### src/hw/rtl/gra_pkg.sv
// Package for the grid rectangle allocator: shared constants, result kinds and
// the command and status structs between controller and datapath.
// No dependencies.
`default_nettype none

package gra_pkg;

    localparam int MAP_SIZE_DEF    = 256;
    localparam int SQUARE_SIZE_DEF = 16;

    localparam int REQ_W       = 9;
    localparam int ORG_W       = 8;
    localparam int IN_TDATA_W  = 24;
    localparam int OUT_TDATA_W = 24;

    typedef enum logic [1:0] {
        RES_FAIL,
        RES_HIT,
        RES_ZERO
    } t_res;

    typedef struct packed {
        logic load;
        logic size_step;
        logic clr_wr;
        logic rd;
        logic scan_ev;
        logic mark_wr;
        logic res_load;
        t_res res_kind;
    } t_cmd;

    typedef struct packed {
        logic big;
        logic size_done;
        logic zero;
        logic hit;
        logic row_end;
        logic col_last;
        logic mark_last;
        logic clr_last;
    } t_status;

endpackage

`default_nettype wire

### src/hw/rtl/grid_rectangle_allocator.sv
// Grid rectangle allocator top level: stream ports, controller and datapath.
// Depends on gra_pkg, gra_ctrl and gra_dp.
// Operation: sizing, then a scan that reads bitmap rows, up to GRID_DIM rows per
// candidate column over up to GRID_DIM - cw + 1 columns, then marking of the ch
// rows of the placed window (a read and a write per row), then the result.
// Throughput: one request at a time; the next is taken while a result waits.
// Reset: synchronous; a clearing pass over all GRID_DIM rows sets all squares free.
`default_nettype none

module grid_rectangle_allocator import gra_pkg::*; #(
    parameter int MAP_SIZE    = MAP_SIZE_DEF,
    parameter int SQUARE_SIZE = SQUARE_SIZE_DEF
) (
    input  wire                    i_clk,
    input  wire                    i_rst_n,
    input  wire                    i_s_axis_tvalid,
    output logic                   o_s_axis_tready,
    input  wire [IN_TDATA_W-1:0]   i_s_axis_tdata,  // width_px[8:0], height_px[17:9]
    output logic                   o_m_axis_tvalid,
    input  wire                    i_m_axis_tready,
    output logic [OUT_TDATA_W-1:0] o_m_axis_tdata   // placed[0], origin_x[8:1], origin_y[16:9]
);

    t_cmd             cmd;
    t_status          st;
    logic             placed;
    logic [ORG_W-1:0] origin_x, origin_y;

    gra_ctrl u_ctrl (
        .i_clk       (i_clk),
        .i_rst_n     (i_rst_n),
        .i_req_valid (i_s_axis_tvalid),
        .o_req_ready (o_s_axis_tready),
        .o_res_valid (o_m_axis_tvalid),
        .i_res_ready (i_m_axis_tready),
        .i_st        (st),
        .o_cmd       (cmd)
    );

    gra_dp #(
        .MAP_SIZE    (MAP_SIZE),
        .SQUARE_SIZE (SQUARE_SIZE)
    ) u_dp (
        .i_clk       (i_clk),
        .i_rst_n     (i_rst_n),
        .i_width_px  (i_s_axis_tdata[REQ_W-1:0]),
        .i_height_px (i_s_axis_tdata[2*REQ_W-1:REQ_W]),
        .i_cmd       (cmd),
        .o_st        (st),
        .o_placed    (placed),
        .o_origin_x  (origin_x),
        .o_origin_y  (origin_y)
    );

    assign o_m_axis_tdata = {{(OUT_TDATA_W - 1 - 2*ORG_W){1'b0}}, origin_y, origin_x, placed};

endmodule

`default_nettype wire

### src/hw/rtl/gra_ctrl.sv
// Controller of the grid rectangle allocator: sequences clear, sizing, scan,
// marking and result hand-off. Depends on gra_pkg.
`default_nettype none

module gra_ctrl import gra_pkg::*; (
    input  wire          i_clk,
    input  wire          i_rst_n,
    input  wire          i_req_valid,
    output logic         o_req_ready,
    output logic         o_res_valid,
    input  wire          i_res_ready,
    input  wire t_status i_st,
    output t_cmd         o_cmd
);

    typedef enum logic [2:0] {
        S_CLEAR,
        S_IDLE,
        S_SIZE,
        S_SCAN_RD,
        S_SCAN_EV,
        S_MARK_RD,
        S_MARK_WR,
        S_DONE
    } t_state;

    t_state r_state, n_state;
    t_res   r_kind,  n_kind;
    logic   r_ovalid, n_ovalid;

    always_comb begin
        n_state  = r_state;
        n_kind   = r_kind;
        n_ovalid = r_ovalid;
        o_cmd    = '0;
        o_cmd.res_kind = r_kind;
        if (r_ovalid && i_res_ready) begin
            n_ovalid = 1'b0;
        end
        unique case (r_state)
            S_CLEAR: begin
                o_cmd.clr_wr = 1'b1;
                if (i_st.clr_last) begin
                    n_state = S_IDLE;
                end
            end
            S_IDLE: begin
                if (i_req_valid) begin
                    o_cmd.load = 1'b1;
                    n_state = S_SIZE;
                end
            end
            S_SIZE: begin
                priority if (i_st.big) begin
                    n_kind  = RES_FAIL;
                    n_state = S_DONE;
                end else if (i_st.size_done) begin
                    if (i_st.zero) begin
                        n_kind  = RES_ZERO;
                        n_state = S_DONE;
                    end else begin
                        n_state = S_SCAN_RD;
                    end
                end else begin
                    o_cmd.size_step = 1'b1;
                end
            end
            S_SCAN_RD: begin
                o_cmd.rd = 1'b1;
                n_state = S_SCAN_EV;
            end
            S_SCAN_EV: begin
                o_cmd.scan_ev = 1'b1;
                priority if (i_st.hit) begin
                    n_state = S_MARK_RD;
                end else if (i_st.row_end && i_st.col_last) begin
                    n_kind  = RES_FAIL;
                    n_state = S_DONE;
                end else begin
                    n_state = S_SCAN_RD;
                end
            end
            S_MARK_RD: begin
                o_cmd.rd = 1'b1;
                n_state = S_MARK_WR;
            end
            S_MARK_WR: begin
                o_cmd.mark_wr = 1'b1;
                if (i_st.mark_last) begin
                    n_kind  = RES_HIT;
                    n_state = S_DONE;
                end else begin
                    n_state = S_MARK_RD;
                end
            end
            S_DONE: begin
                if (!r_ovalid || i_res_ready) begin
                    o_cmd.res_load = 1'b1;
                    n_ovalid = 1'b1;
                    n_state  = S_IDLE;
                end
            end
            default: begin
                n_state = S_IDLE;
            end
        endcase
    end

    always_ff @(posedge i_clk) begin
        if (!i_rst_n) begin
            r_state  <= S_CLEAR;
            r_kind   <= RES_FAIL;
            r_ovalid <= 1'b0;
        end else begin
            r_state  <= n_state;
            r_kind   <= n_kind;
            r_ovalid <= n_ovalid;
        end
    end

    assign o_req_ready = (r_state == S_IDLE);
    assign o_res_valid = r_ovalid;

endmodule

`default_nettype wire

### src/hw/rtl/gra_dp.sv
// Datapath of the grid rectangle allocator: free-square bitmap memory, size
// counters, scan counters, window mask and result register. Depends on gra_pkg.
`default_nettype none

module gra_dp import gra_pkg::*; #(
    parameter int MAP_SIZE    = MAP_SIZE_DEF,
    parameter int SQUARE_SIZE = SQUARE_SIZE_DEF
) (
    input  wire              i_clk,
    input  wire              i_rst_n,
    input  wire [REQ_W-1:0]  i_width_px,
    input  wire [REQ_W-1:0]  i_height_px,
    input  wire t_cmd        i_cmd,
    output t_status          o_st,
    output logic             o_placed,
    output logic [ORG_W-1:0] o_origin_x,
    output logic [ORG_W-1:0] o_origin_y
);

    localparam int GRID_DIM = MAP_SIZE / SQUARE_SIZE;
    localparam int GRID_PX  = GRID_DIM * SQUARE_SIZE;
    localparam int AW       = (GRID_DIM > 1) ? $clog2(GRID_DIM) : 1;
    localparam int CW       = $clog2(GRID_DIM + 1);
    localparam int EW       = CW + 1;

    localparam logic [REQ_W-1:0] SQ    = REQ_W'(SQUARE_SIZE);
    localparam logic [AW-1:0]    LASTY = AW'(GRID_DIM - 1);
    localparam logic [EW-1:0]    GRIDE = EW'(GRID_DIM);

    logic [GRID_DIM-1:0] r_mem [GRID_DIM];
    logic [GRID_DIM-1:0] r_rdata;

    logic [REQ_W-1:0] r_w, r_h;
    logic             r_big;
    logic [CW-1:0]    r_cw, r_ch, r_run;
    logic [AW-1:0]    r_cx, r_cy, r_y;

    logic             r_placed;
    logic [ORG_W-1:0] r_ox, r_oy;

    logic [GRID_DIM-1:0] mask;
    logic [GRID_DIM-1:0] wdata;
    logic                wr_en;
    logic                row_ok;
    logic [EW-1:0]       run_inc;
    logic [EW-1:0]       cy_calc;
    logic [AW-1:0]       cy_n;
    logic [EW-1:0]       col_end;

    always_comb begin
        for (int i = 0; i < GRID_DIM; i++) begin
            mask[i] = (EW'(i) >= EW'(r_cx)) && (EW'(i) < (EW'(r_cx) + EW'(r_cw)));
        end
    end

    assign row_ok  = ((r_rdata & mask) == mask);
    assign run_inc = EW'(r_run) + EW'(1);
    assign cy_calc = EW'(r_y) + EW'(1) - EW'(r_ch);
    assign cy_n    = cy_calc[AW-1:0];
    assign col_end = EW'(r_cx) + EW'(r_cw);

    assign o_st.big       = r_big;
    assign o_st.size_done = (r_w == '0) && (r_h == '0);
    assign o_st.zero      = (r_cw == '0) || (r_ch == '0);
    assign o_st.hit       = row_ok && (run_inc == EW'(r_ch));
    assign o_st.row_end   = (r_y == LASTY);
    assign o_st.col_last  = (col_end == GRIDE);
    assign o_st.mark_last = (r_run == CW'(1));
    assign o_st.clr_last  = (r_y == LASTY);

    assign wr_en = i_cmd.clr_wr || i_cmd.mark_wr;
    assign wdata = i_cmd.clr_wr ? '1 : (r_rdata & ~mask);

    always_ff @(posedge i_clk) begin
        if (wr_en) begin
            r_mem[r_y] <= wdata;
        end
        if (i_cmd.rd) begin
            r_rdata <= r_mem[r_y];
        end
        if (i_cmd.res_load) begin
            unique case (i_cmd.res_kind)
                RES_HIT: begin
                    r_placed <= 1'b1;
                    r_ox     <= ORG_W'(32'(r_cx) * SQUARE_SIZE);
                    r_oy     <= ORG_W'(32'(r_cy) * SQUARE_SIZE);
                end
                RES_ZERO: begin
                    r_placed <= 1'b1;
                    r_ox     <= '0;
                    r_oy     <= '0;
                end
                default: begin
                    r_placed <= 1'b0;
                    r_ox     <= '0;
                    r_oy     <= '0;
                end
            endcase
        end
    end

    always_ff @(posedge i_clk) begin
        if (!i_rst_n) begin
            r_w   <= '0;
            r_h   <= '0;
            r_big <= 1'b0;
            r_cw  <= '0;
            r_ch  <= '0;
            r_run <= '0;
            r_cx  <= '0;
            r_cy  <= '0;
            r_y   <= '0;
        end else begin
            if (i_cmd.load) begin
                r_w   <= i_width_px;
                r_h   <= i_height_px;
                r_big <= (32'(i_width_px) > GRID_PX) || (32'(i_height_px) > GRID_PX);
                r_cw  <= '0;
                r_ch  <= '0;
                r_run <= '0;
                r_cx  <= '0;
                r_y   <= '0;
            end
            if (i_cmd.size_step) begin
                r_w  <= (r_w > SQ) ? (r_w - SQ) : '0;
                r_h  <= (r_h > SQ) ? (r_h - SQ) : '0;
                r_cw <= r_cw + CW'(r_w != '0);
                r_ch <= r_ch + CW'(r_h != '0);
            end
            if (i_cmd.clr_wr) begin
                r_y <= (r_y == LASTY) ? '0 : (r_y + AW'(1));
            end
            if (i_cmd.scan_ev) begin
                priority if (row_ok && (run_inc == EW'(r_ch))) begin
                    r_cy  <= cy_n;
                    r_y   <= cy_n;
                    r_run <= r_ch;
                end else if (r_y == LASTY) begin
                    if (col_end != GRIDE) begin
                        r_cx <= r_cx + AW'(1);
                    end
                    r_y   <= '0;
                    r_run <= '0;
                end else begin
                    r_y   <= r_y + AW'(1);
                    r_run <= row_ok ? run_inc[CW-1:0] : '0;
                end
            end
            if (i_cmd.mark_wr) begin
                r_y   <= r_y + AW'(1);
                r_run <= r_run - CW'(1);
            end
        end
    end

    assign o_placed   = r_placed;
    assign o_origin_x = r_ox;
    assign o_origin_y = r_oy;

endmodule

`default_nettype wire
### config.mk
export PLATFORM = sky130hd
export DESIGN_NAME = grid_rectangle_allocator
export DESIGN_NICKNAME = d
export VERILOG_FILES = /design/src/hw/rtl/gra_pkg.sv /design/src/hw/rtl/grid_rectangle_allocator.sv /design/src/hw/rtl/gra_ctrl.sv /design/src/hw/rtl/gra_dp.sv
export SDC_FILE = /design/constraint.sdc
export NUM_CORES = 1
export LEC_CHECK = 0
export BUFFER_PORTS_ARGS = -buffer_cell sky130_fd_sc_hd__buf_2
export CORE_ASPECT_RATIO = 0.7
export CORE_UTILIZATION = 47
export DETAILED_ROUTE_END_ITERATION = 7
export GPL_ROUTABILITY_DRIVEN = 0
export GPL_TIMING_DRIVEN = 0
export SLEW_MARGIN = 20
export SYNTH_ARGS = -nofsm -noshare
export SYNTH_HDL_FRONTEND = slang
export SYNTH_SLANG_ARGS = --single-unit
### constraint.sdc
create_clock -name i_clk -period 5.92 [get_ports i_clk]
set_clock_uncertainty 0.1 [all_clocks]
set_input_delay 0.888 -clock i_clk [delete_from_list [all_inputs] [get_ports i_clk]]
set_output_delay 0.888 -clock i_clk [all_outputs]
set_load 0.01 [all_outputs]
==> results of run 1 <==
## critical path, delay by kind of cell, from the launching register on
family	cells	cell delay (ns)
XOR/XNOR	1	0.53
adder cells (fa/ha/maj)	1	0.52
AO/OA/AOI/OAI	3	1.11
buffers and inverters	2	0.40
flip-flops	1	0.62
AND/OR/NAND/NOR	4	0.93
## state kept, by name, summed over array words and instances (netlist names), 2 cells and up
signal	flops
u_dp.r_ch	5
u_ctrl.r_state	3
u_dp.r_run	5
u_dp.r_cx	4
u_dp.r_w	9
u_dp.r_rdata	16
u_ctrl.r_kind	2
u_dp.r_cy	4
u_dp.r_y	4
u_dp.o_origin_x	4
u_dp.r_cw	5
u_dp.o_origin_y	4
u_dp.r_h	9
u_dp.r_mem	256
## worst max path at each step
stage / startpoint / end / slack, ns / cells past startpoint
5_1_grt: u_dp.r_cx[1] / u_dp.r_cy[0] / 1.37 / 11
3_5_place_dp: u_dp.r_y[1] / u_dp.r_y[3] / 1.72 / 14
6_report: u_dp.r_cx[1] / u_dp.r_cy[0] / 1.63 / 11
4_1_cts: u_dp.r_y[1] / u_dp.r_y[3] / 1.67 / 14
2_1_floorplan: u_dp.r_cx[0] / u_ctrl.r_kind[1] / 2.53 / 13
3_3_place_gp: u_dp.r_y[1] / u_dp.r_mem[1][14] / 1.09 / 6
## metal layers
layer / up-vias / global-route usage / part of all wire
met5: - / 0 / 0
met4: 0 / 0.04893 / 0.015
met3: 48 / 0.06571 / 0.10
met2: 456 / 0.3352 / 0.42
met1: 4629 / 0.3841 / 0.46
li1: 4058 / - / -
## cells in the mapped netlist, types with 3 or more instances
cell / instances
nor2b_1: 8
o41ai_1: 3
xor2_1: 9
xnor2_1: 9
buf_4: 17
clkbuf_1: 40
nor4_1: 6
nor3b_1: 3
a21o_1: 4
a22oi_1: 11
a211oi_1: 5
o21ai_1: 4
nand4_1: 9
a31oi_1: 9
dfxtp_1: 52
nand3_1: 17
ha_1: 27
nand2b_1: 9
o22ai_1: 4
o2111ai_1: 3
edfxtp_1: 281
and2_1: 10
nor3_1: 21
mux4_2: 80
o311ai_0: 3
and3_1: 6
buf_1: 8
o21ai_0: 37
mux2i_1: 4
a21oi_1: 42
nor2_1: 76
a221oi_1: 10
nand2_1: 78
inv_1: 32
o211ai_1: 6
nor4b_1: 3
## logic make-up (layout without fill, tap and decap cells)
group / count (synthesis) / in the layout / share of synthesized area
adders and majority gates: 29 / 29 / 0.02564
AOI/OAI and AO/OA: 169 / 169 / 0.07693
xor gates and xnor gates: 18 / 18 / 0.01070
DFF: 333 / 333 / 0.6433
other: 1 / 15 / 0.0002545
muxes: 84 / 84 / 0.1250
and+or+nand+nor: 261 / 261 / 0.08678
buffers and inverters: 102 / 203 / 0.03142
## power by group through the flow
stage	registers (mW)	logic (mW)	clock network, mW
6_report	2.54	0.317	1.98
5_1_grt	2.54	0.338	2.09
4_1_cts	2.54	0.319	2.00
3_5_place_dp	2.59	0.318	0
3_3_place_gp	2.59	0.292	0
2_1_floorplan	2.59	0.189	0
## per-stage QoR
stage               std cells  instance area, um^2  hold WS (ns)  utilization  setup slack [ns]
floorplan                1011                14790        0.3407            -             2.527
global placement         1455                15460        0.3571       0.5080             1.088
detailed placement       1467                15760        0.3588       0.5176             1.720
CTS                      1524                16740        0.3685       0.5500             1.667
global route             1524                16750        0.3886       0.5502             1.366
finish                   1524                16750        0.3649       0.5502             1.631
## layout make-up
cell class | instances | area share
Buffer | 68 | 0.02040
Clock buffer | 39 | 0.04812
Clock inverter | 18 | 0.01083
Inverter | 34 | 0.007621
Multi-Input combinational cell | 576 | 0.2971
Sequential cell | 333 | 0.5660
Tap cell | 412 | 0.03078
Timing Repair Buffer | 44 | 0.01913
==> flow_metrics.env, run 1 <==
export IMPL_outcome="finished, final reports clean"
export IMPL_reg2regPathDepth=11
export IMPL_insertion_delay_ns=0.58
export IMPL_fin_tns_setup_ns=0
export IMPL_startpoint_type="flop"
export IMPL_p_switching_mw=1.077
export IMPL_p_int_mw=3.753
export IMPL_rrSetupSlack_ns=1.63
export IMPL_p_total_mw=4.830
export IMPL_arrival_ns=4.69
export IMPL_synth_ff_type="edfxtp_1"
export IMPL_synthArstFlopShare=0
export IMPL_synth_seq_cells=333
export IMPL_cts_max_level=1
export IMPL_cts_hold_fix_buffers=0
export IMPL_vias_per_cell=6.031
export IMPL_p_clk_frac=0.409
export IMPL_syn_cell_area_mm2=0.01474
export IMPL_gr_usage_all_layers=0.2435
export IMPL_routed_wl_um=37610
export IMPL_post_cts_buffers=0
export IMPL_synth_edf_count=281
export IMPL_maxSlewHeadroom=0.3082
export IMPL_min_to="u_dp.r_cy[0]"
export IMPL_drc_errors=0
export IMPL_p_per_area_mw_per_mm2=288.4
export IMPL_ir_drop_mv=0.2448
export IMPL_num_rows=53
export IMPL_setup_violations=0
export IMPL_die_area_mm2=0.03207
export IMPL_yosys_warnings=0
export IMPL_overflow=0
export IMPL_wire_per_inst_um=24.68
export IMPL_synth_area_leaders="edfxtp_1 57%, mux4_2 12%, dfxtp_1 7.1%"
export IMPL_timing_fmax_mhz=233.2
export IMPL_vias=9191
export IMPL_cts_buffers=31
export IMPL_drive_above_1_share=0.2023
export IMPL_hold_depth=2
export IMPL_final_cell_mix="281 x edfxtp_1, 80 x mux4_2, 78 x nand2_1, 65 x nor2_1, 52 x dfxtp_1"
export IMPL_grt_max_degree=17
export IMPL_port_buffers=32
export IMPL_io_pins=54
export IMPL_synth_top_area_share=0.5726
export IMPL_rsz0062_at_grt="no"
export IMPL_worstSetupEndpointType="flop"
export IMPL_tritoncts="yes"
export IMPL_regArea_mm2=0.009479
export IMPL_n_fill_cell=2451
export IMPL_worstMarginPinSlew_ns=1.038
export IMPL_ys_seq_area_frac=0.6433
export IMPL_clk_pin_slew_ns=0.06
export IMPL_drv_cap=0
export IMPL_core_mm2=0.03044
export IMPL_comb_power_share=0.066
export IMPL_cp_max_fo=11
export IMPL_critPathMaxStageDelay_ns=0.72
export IMPL_netlist_top_cell_by_area="edfxtp_1"
export IMPL_worstPathRequired_ns=6.32
export IMPL_r2r_end="u_dp.r_cy[0]"
export IMPL_fp_dieH_um=150.1
export IMPL_p_sw_frac=0.2229
export IMPL_crit_slowest_cell="o311ai_0"
export IMPL_r2r_start="u_dp.r_cx[1]"
export IMPL_worstPathCellList="inv_1 -> fa_1 -> xor2_1 -> nand2_1 -> o311ai_0 -> o22ai_1 -> nand4b_4 -> nor3_4 -> buf_6 -> nand2_1 -> a21oi_1"
export IMPL_p_leak_nw=5.150
export IMPL_post_route_period_util=0.7245
export IMPL_slew_viol_final=0
export IMPL_postSynthCellCount=997
export IMPL_hold_path_class="flop to flop"
export IMPL_min_from="u_dp.r_cy[0]"
export IMPL_multiInputGateArea_mm2=0.004975
export IMPL_synth_avg_cell_area_um2=14.78
export IMPL_cts_root_buf="clkbuf_16"
export IMPL_final_common_cell="edfxtp_1"
export IMPL_grt_antenna_before_repair=1
export IMPL_cts_sinks=333
export IMPL_antenna_left=0
export IMPL_clockBufferDepth=3
export IMPL_ys_types=74
export IMPL_hold_violations=0
export IMPL_areaGrowthSynthToFinish_pct=13.65
export IMPL_pwr_share_seq=0.525
export IMPL_worst_setup_path_type="flop to flop"
export IMPL_dr_pass1_iters=5
export IMPL_initial_core_util=0.4841
export IMPL_num_antenna_cells=0
export IMPL_cpMostUsedCell="nand2_1"
export IMPL_cts_resized_gates=0
export IMPL_final_nets=1145
export IMPL_grt_pass1_vias=8766
export IMPL_grt_pass1_wl_um=55810
export IMPL_first_iter_violations=1311
export IMPL_finalCriticalPeriod_ns=4.289
export IMPL_dp_hpwl_um=25550
export IMPL_die_w_um=213.6
Note: power is estimated with default switching activity, not from simulation.
==> run 2, diff against run 1 <==
--- a/config.mk
+++ b/config.mk
@@ -11,6 +11,7 @@
 export DETAILED_ROUTE_END_ITERATION = 7
 export GPL_ROUTABILITY_DRIVEN = 0
 export GPL_TIMING_DRIVEN = 0
+export PLACE_DENSITY = 0.66
 export SLEW_MARGIN = 20
 export SYNTH_ARGS = -nofsm -noshare
 export SYNTH_HDL_FRONTEND = slang
==> constraint.sdc (replaced) <==
create_clock -name i_clk -period 3.9 [get_ports i_clk]
set_clock_uncertainty 0.1 [all_clocks]
set_input_delay 0.585 -clock i_clk [delete_from_list [all_inputs] [get_ports i_clk]]
set_output_delay 0.585 -clock i_clk [all_outputs]
set_load 0.01 [all_outputs]
==> flow_metrics.env, run 2 (synthesis gave the netlist of run 1 again) <==
export IMPL_wire_per_inst_um=23.67
export IMPL_multiInputGateArea_mm2=0.005052
export IMPL_drv_cap=0
export IMPL_finalCriticalPeriod_ns=3.681
export IMPL_core_mm2=0.03044
export IMPL_insertion_delay_ns=0.59
export IMPL_io_pins=54
export IMPL_final_common_cell="edfxtp_1"
export IMPL_fin_area_mm2=0.01669
export IMPL_ir_drop_mv=0.3783
export IMPL_hold_violations=0
export IMPL_grt_pass1_wl_um=53250
export IMPL_final_nets=1143
export IMPL_vias=9077
export IMPL_gr_usage_all_layers=0.2302
export IMPL_clockBufferDepth=3
export IMPL_cts_buffers=30
export IMPL_setup_violations=0
export IMPL_drc_errors=0
export IMPL_dp_hpwl_um=24100
export IMPL_die_area_mm2=0.03207
export IMPL_first_iter_violations=961
export IMPL_placed_cell_area_mm2=0.01571
export IMPL_p_leak_nw=5.115
export IMPL_vias_per_cell=5.976
export IMPL_post_route_period_util=0.9438
export IMPL_worstMarginPinSlew_ns=1.054
export IMPL_grt_pass1_vias=8458
export IMPL_drive_above_1_share=0.2141
export IMPL_regArea_mm2=0.009482
export IMPL_n_fill_cell=2462
export IMPL_holdWs_ns=0.1806
export IMPL_maxSlewHeadroom=0.2971
export IMPL_num_antenna_cells=0
export IMPL_dr_pass1_iters=5
export IMPL_largest_reg_flops=256
export IMPL_worstPathRequired_ns=4.28
export IMPL_routed_wl_um=35950
export IMPL_p_per_area_mw_per_mm2=423.6
export IMPL_reg_top3="u_dp.r_mem (256), u_dp.r_rdata (16)"
export IMPL_worst_setup_path_type="flop to flop"
export IMPL_cts_root_buf="clkbuf_16"
export IMPL_clk_pin_slew_ns=0.07
export IMPL_areaGrowthSynthToFinish_pct=13.30
export IMPL_num_rows=53
export IMPL_die_w_um=213.6
export IMPL_grt_antenna_before_repair=0
export IMPL_outcome="finished, final reports clean"
export IMPL_cp_max_fo=6
export IMPL_cts_max_level=1
export IMPL_initial_core_util=0.4841
export IMPL_timing_fmax_mhz=271.7
export IMPL_arrival_ns=4.06
export IMPL_tritoncts="yes"
export IMPL_port_buffers=32
export IMPL_hold_path_class="input pin to flop"
export IMPL_startpoint_type="flop"
export IMPL_cts_sinks=333
export IMPL_grt_max_degree=17
export IMPL_fp_dieH_um=150.1
export IMPL_regMostFlops="u_dp.r_mem"
export IMPL_worstSetupEndpointType="flop"
export IMPL_antenna_left=0
export IMPL_slew_viol_final=0
export IMPL_overflow=0
export IMPL_final_cell_mix="281 x edfxtp_1, 80 x mux4_2, 78 x nand2_1, 65 x nor2_1, 50 x dfxtp_1"
run 2: cell types whose count changed in the layout (fill, tap and decap cells not counted), sizes merged:
cell,change
bufinv,-2
clkbuf,-6
clkinvlp,+1
inv,-1
clkinv,+3
run 2: through the flow:
| stage | power (mW) | util | cells | setup slack (ns) | TNS, ns |
|---|---|---|---|---|---|
| 3_5_place_dp | 4.402 | 0.5160 | 1465 | -0.3620 | -2.219 |
| 4_1_cts | 7.107 | 0.5468 | 1518 | 0.05064 | 0 |
| 3_3_place_gp | 4.364 | 0.5080 | 1455 | -0.7110 | -38.44 |
| 5_1_grt | 7.264 | 0.5485 | 1519 | -0.01676 | -0.01676 |
| 6_report | 7.072 | 0.5485 | 1519 | 0.2191 | 0 |
| 2_1_floorplan | 4.214 | - | 1011 | 0.5065 | 0 |
run 2: timing repair:
| action | CTS | global route |
|---|---|---|
| resized for setup | 11 | 11 |
| buffers inserted | 0 | 2 |
| endpoints found under the setup margin | 19 | 19 |
| hold buffers | 0 | 0 |
| pin swaps | 0 | 1 |
run 2: worst max-delay path, stage by stage, from the launching register on:
cell and delay, ns:
dfxtp_2 0.41, ha_2 0.24, inv_1 0.07, fa_2 0.44, nand2b_1 0.23, a31oi_2 0.27
nand3_2 0.17, o311ai_4 0.36, o22ai_1 0.15, nand4b_4 0.29, nor4_4 0.38, a221oi_2 0.11
a2111oi_2 0.34
run 2: final timing paths:
kind / slack [ns] / end / cells after the start / startpoint
max reg2reg: 0.22 / u_dp.r_run[1] / 12 / u_dp.r_cx[0]
min reg2reg: 0.40 / u_dp.r_cy[0] / 2 / u_dp.r_cy[0]
min: 0.18 / u_ctrl.r_state[1] / 3 / i_rst_n
max: 0.22 / u_dp.r_run[1] / 12 / u_dp.r_cx[0]
run 2: report_power, final:
part / switching, mW / total (mW) / internal, mW
combinational: 0.287 / 0.472 / 0.185
sequential: 0.00654 / 3.85 / 3.84
clock: 1.28 / 2.75 / 1.47
total: 1.57 / 7.07 / 5.50
run 2: layout make-up:
type                    instances  share of cell area
flip-flops and latches        333              0.5679
multi-input cells             576              0.3026
clock buffers                  34             0.04587
well taps                     412             0.03088
plain buffers                  67             0.02024
repair buffers                 44             0.01709
clock inverters                19            0.007719
inverters                      34            0.007644
run 2: per-layer routing:
metal  up-vias  track usage  wire length (um)
met1      4571       0.3676             16710
met3        53      0.05006              3422
met4         0      0.04679               618
li1       4030            -                 -
met2       423       0.3213             15200
met5         -            0                 0
==> run 3, diff against run 2 <==
--- a/config.mk
+++ b/config.mk
@@ -5,14 +5,13 @@
 export SDC_FILE = /design/constraint.sdc
 export NUM_CORES = 1
 export LEC_CHECK = 0
-export BUFFER_PORTS_ARGS = -buffer_cell sky130_fd_sc_hd__buf_2
 export CORE_ASPECT_RATIO = 0.7
 export CORE_UTILIZATION = 47
 export DETAILED_ROUTE_END_ITERATION = 7
+export DONT_BUFFER_PORTS = 1
 export GPL_ROUTABILITY_DRIVEN = 0
 export GPL_TIMING_DRIVEN = 0
-export PLACE_DENSITY = 0.66
-export SLEW_MARGIN = 20
+export SLEW_MARGIN = 40
 export SYNTH_ARGS = -nofsm -noshare
 export SYNTH_HDL_FRONTEND = slang
 export SYNTH_SLANG_ARGS = --single-unit
==> flow_metrics.env, run 3 (synthesis gave the netlist of run 1 again) <==
export IMPL_hold_path_class="input pin to flop"
export IMPL_cts_sinks=333
export IMPL_fin_tns_setup_ns=0
export IMPL_regMostFlops="u_dp.r_mem"
export IMPL_die_area_mm2=0.03207
export IMPL_cts_buffers=31
export IMPL_cp_max_fo=10
export IMPL_pre_cts_slack_ns=-0.2534
export IMPL_final_cell_mix="281 x edfxtp_1, 80 x mux4_2, 78 x nand2_1, 65 x nor2_1"
export IMPL_final_common_cell="edfxtp_1"
export IMPL_startpoint_type="flop"
export IMPL_overflow=0
export IMPL_first_iter_violations=1114
export IMPL_vias=9182
export IMPL_fin_util=0.5521
export IMPL_outcome="finished, final reports clean"
export IMPL_final_nets=1129
export IMPL_drc_errors=0
export IMPL_n_fill_cell=2433
export IMPL_wire_per_inst_um=24.96
export IMPL_cts_hold_fix_buffers=0
export IMPL_setup_violations=0
export IMPL_die_w_um=213.6
export IMPL_grt_antenna_before_repair=0
export IMPL_maxSlewHeadroom=0.4361
export IMPL_ir_drop_mv=0.3444
export IMPL_routed_wl_um=37640
export IMPL_min_from="i_s_axis_tdata[14]"
export IMPL_placed_cell_area_mm2=0.01577
export IMPL_port_buffers=0
export IMPL_drv_cap=0
export IMPL_grt_max_degree=17
export IMPL_regArea_mm2=0.009482
export IMPL_p_per_area_mw_per_mm2=426.1
export IMPL_areaGrowthSynthToFinish_pct=14.05
export IMPL_rrSetupSlack_ns=0.16
export IMPL_worstMarginPinSlew_ns=0.8458
export IMPL_r2r_start="u_dp.r_cw[0]"
export IMPL_initial_core_util=0.4841
export IMPL_fin_ws_ns=0.1643
export IMPL_drive_above_1_share=0.2044
export IMPL_min_to="u_dp.r_h[5]"
export IMPL_core_mm2=0.03044
export IMPL_largest_reg_flops=256
export IMPL_insertion_delay_ns=0.59
export IMPL_clk_pin_slew_ns=0.06
export IMPL_hold_violations=0
export IMPL_finalCriticalPeriod_ns=3.736
export IMPL_gr_usage_all_layers=0.2428
export IMPL_worstPathRequired_ns=4.29
export IMPL_p_leak_nw=5.165
export IMPL_post_route_period_util=0.9579
export IMPL_multiInputGateArea_mm2=0.005062
export IMPL_cts_max_level=1
export IMPL_arrival_ns=4.13
export IMPL_tritoncts="yes"
export IMPL_reg2regPathDepth=13
export IMPL_cts_root_buf="clkbuf_16"
export IMPL_dr_pass1_iters=6
export IMPL_p_total_mw=7.160
export IMPL_grt_pass1_vias=8568
export IMPL_slew_viol_final=0
export IMPL_worst_setup_path_type="flop to flop"
export IMPL_num_antenna_cells=0
export IMPL_vias_per_cell=6.089
export IMPL_rsz0062_at_grt="no"
export IMPL_hold_depth=2
export IMPL_fp_dieH_um=150.1
export IMPL_fin_area_mm2=0.01681
export IMPL_antenna_left=0
export IMPL_clockBufferDepth=3
export IMPL_r2r_end="u_dp.r_cy[0]"
export IMPL_io_pins=54
export IMPL_timing_fmax_mhz=267.7
export IMPL_reg_top3="u_dp.r_mem (256), u_dp.r_rdata (16)"
export IMPL_dp_hpwl_um=26100
export IMPL_worstSetupEndpointType="flop"
export IMPL_num_rows=53
export IMPL_grt_pass1_wl_um=55870
[run 3: cell types whose count changed in the layout (fill, tap and decap cells not counted), moves of 2 or more]
| cell | delta |
|---|---|
| buf_1 | -4 |
| clkinv_2 | -4 |
| buf_4 | +2 |
| buf_8 | +8 |
| clkbuf_1 | +10 |
| buf_2 | -20 |
| clkbuf_8 | +2 |
| clkinv_1 | -5 |
| buf_6 | -3 |
| clkinvlp_2 | -2 |
| buf_16 | +3 |
| clkbuf_2 | +3 |
[run 3: per-layer routing]
| metal | share of wire | vias up | global-route usage |
|---|---|---|---|
| met5 | 0 | - | 0 |
| met4 | 0.014 | 0 | 0.03679 |
| met3 | 0.093 | 59 | 0.04714 |
| met2 | 0.42 | 394 | 0.3356 |
| met1 | 0.47 | 4717 | 0.3990 |
| li1 | - | 4012 | - |
[run 3: timing repair]
action	CTS	global route
hold endpoints to repair	0	0
setup buffers	0	2
cloned	0	0
gates resized for setup	8	15
setup endpoints to repair	17	20
pin swaps	0	2
[run 3: report_power, final]
group          internal (mW)  total (mW)  switching (mW)  leakage, nW
clock network           1.58        2.84            1.26        0.447
logic                  0.186       0.471           0.285         2.12
registers               3.84        3.85         0.00628         2.60
[run 3: worst max-delay path by stage]
stage / start / end / slack [ns] / depth (start not counted)
detailed placement: u_dp.r_y[1] / u_dp.r_y[3] / -0.25 / 14
global placement: u_dp.r_y[1] / u_dp.r_mem[1][7] / -0.90 / 6
floorplan: u_dp.r_cx[0] / u_ctrl.r_kind[1] / 0.51 / 13
global route: u_dp.r_cw[0] / u_dp.r_cy[3] / 0.01 / 13
CTS: u_dp.r_cx[0] / u_dp.r_cy[0] / 0.01 / 13
finish: u_dp.r_cw[0] / u_dp.r_cy[0] / 0.16 / 13
[run 3: stage by stage]
stage / hold slack, ns / std cells
5_1_grt: 0.03273 / 1508
3_5_place_dp: 0.3594 / 1449
6_report: 0.05010 / 1508
3_3_place_gp: 0.3562 / 1423
4_1_cts: 0.02703 / 1506
2_1_floorplan: 0.3407 / 1011
[run 3: area by class of cell]
class / count / area share
multi-input combinational: 576 / 0.3012
tap: 412 / 0.03067
inverter: 34 / 0.007594
sequential: 333 / 0.5642
clock inverter: 6 / 0.003350
clock buffer: 51 / 0.05182
buffer: 68 / 0.02099
timing repair buffer: 28 / 0.02018
[run 3: worst max-delay path, cell delays in order, from the launching register on]
cell and delay [ns]:
dfxtp_1 0.38, ha_2 0.24, inv_1 0.07, fa_2 0.46
nand2b_1 0.24, a31oi_1 0.27, nand3_2 0.21, o311ai_4 0.39
o22ai_1 0.16, nand4b_4 0.30, nor3_4 0.28, buf_6 0.20
nand2_1 0.16, a21oi_1 0.19
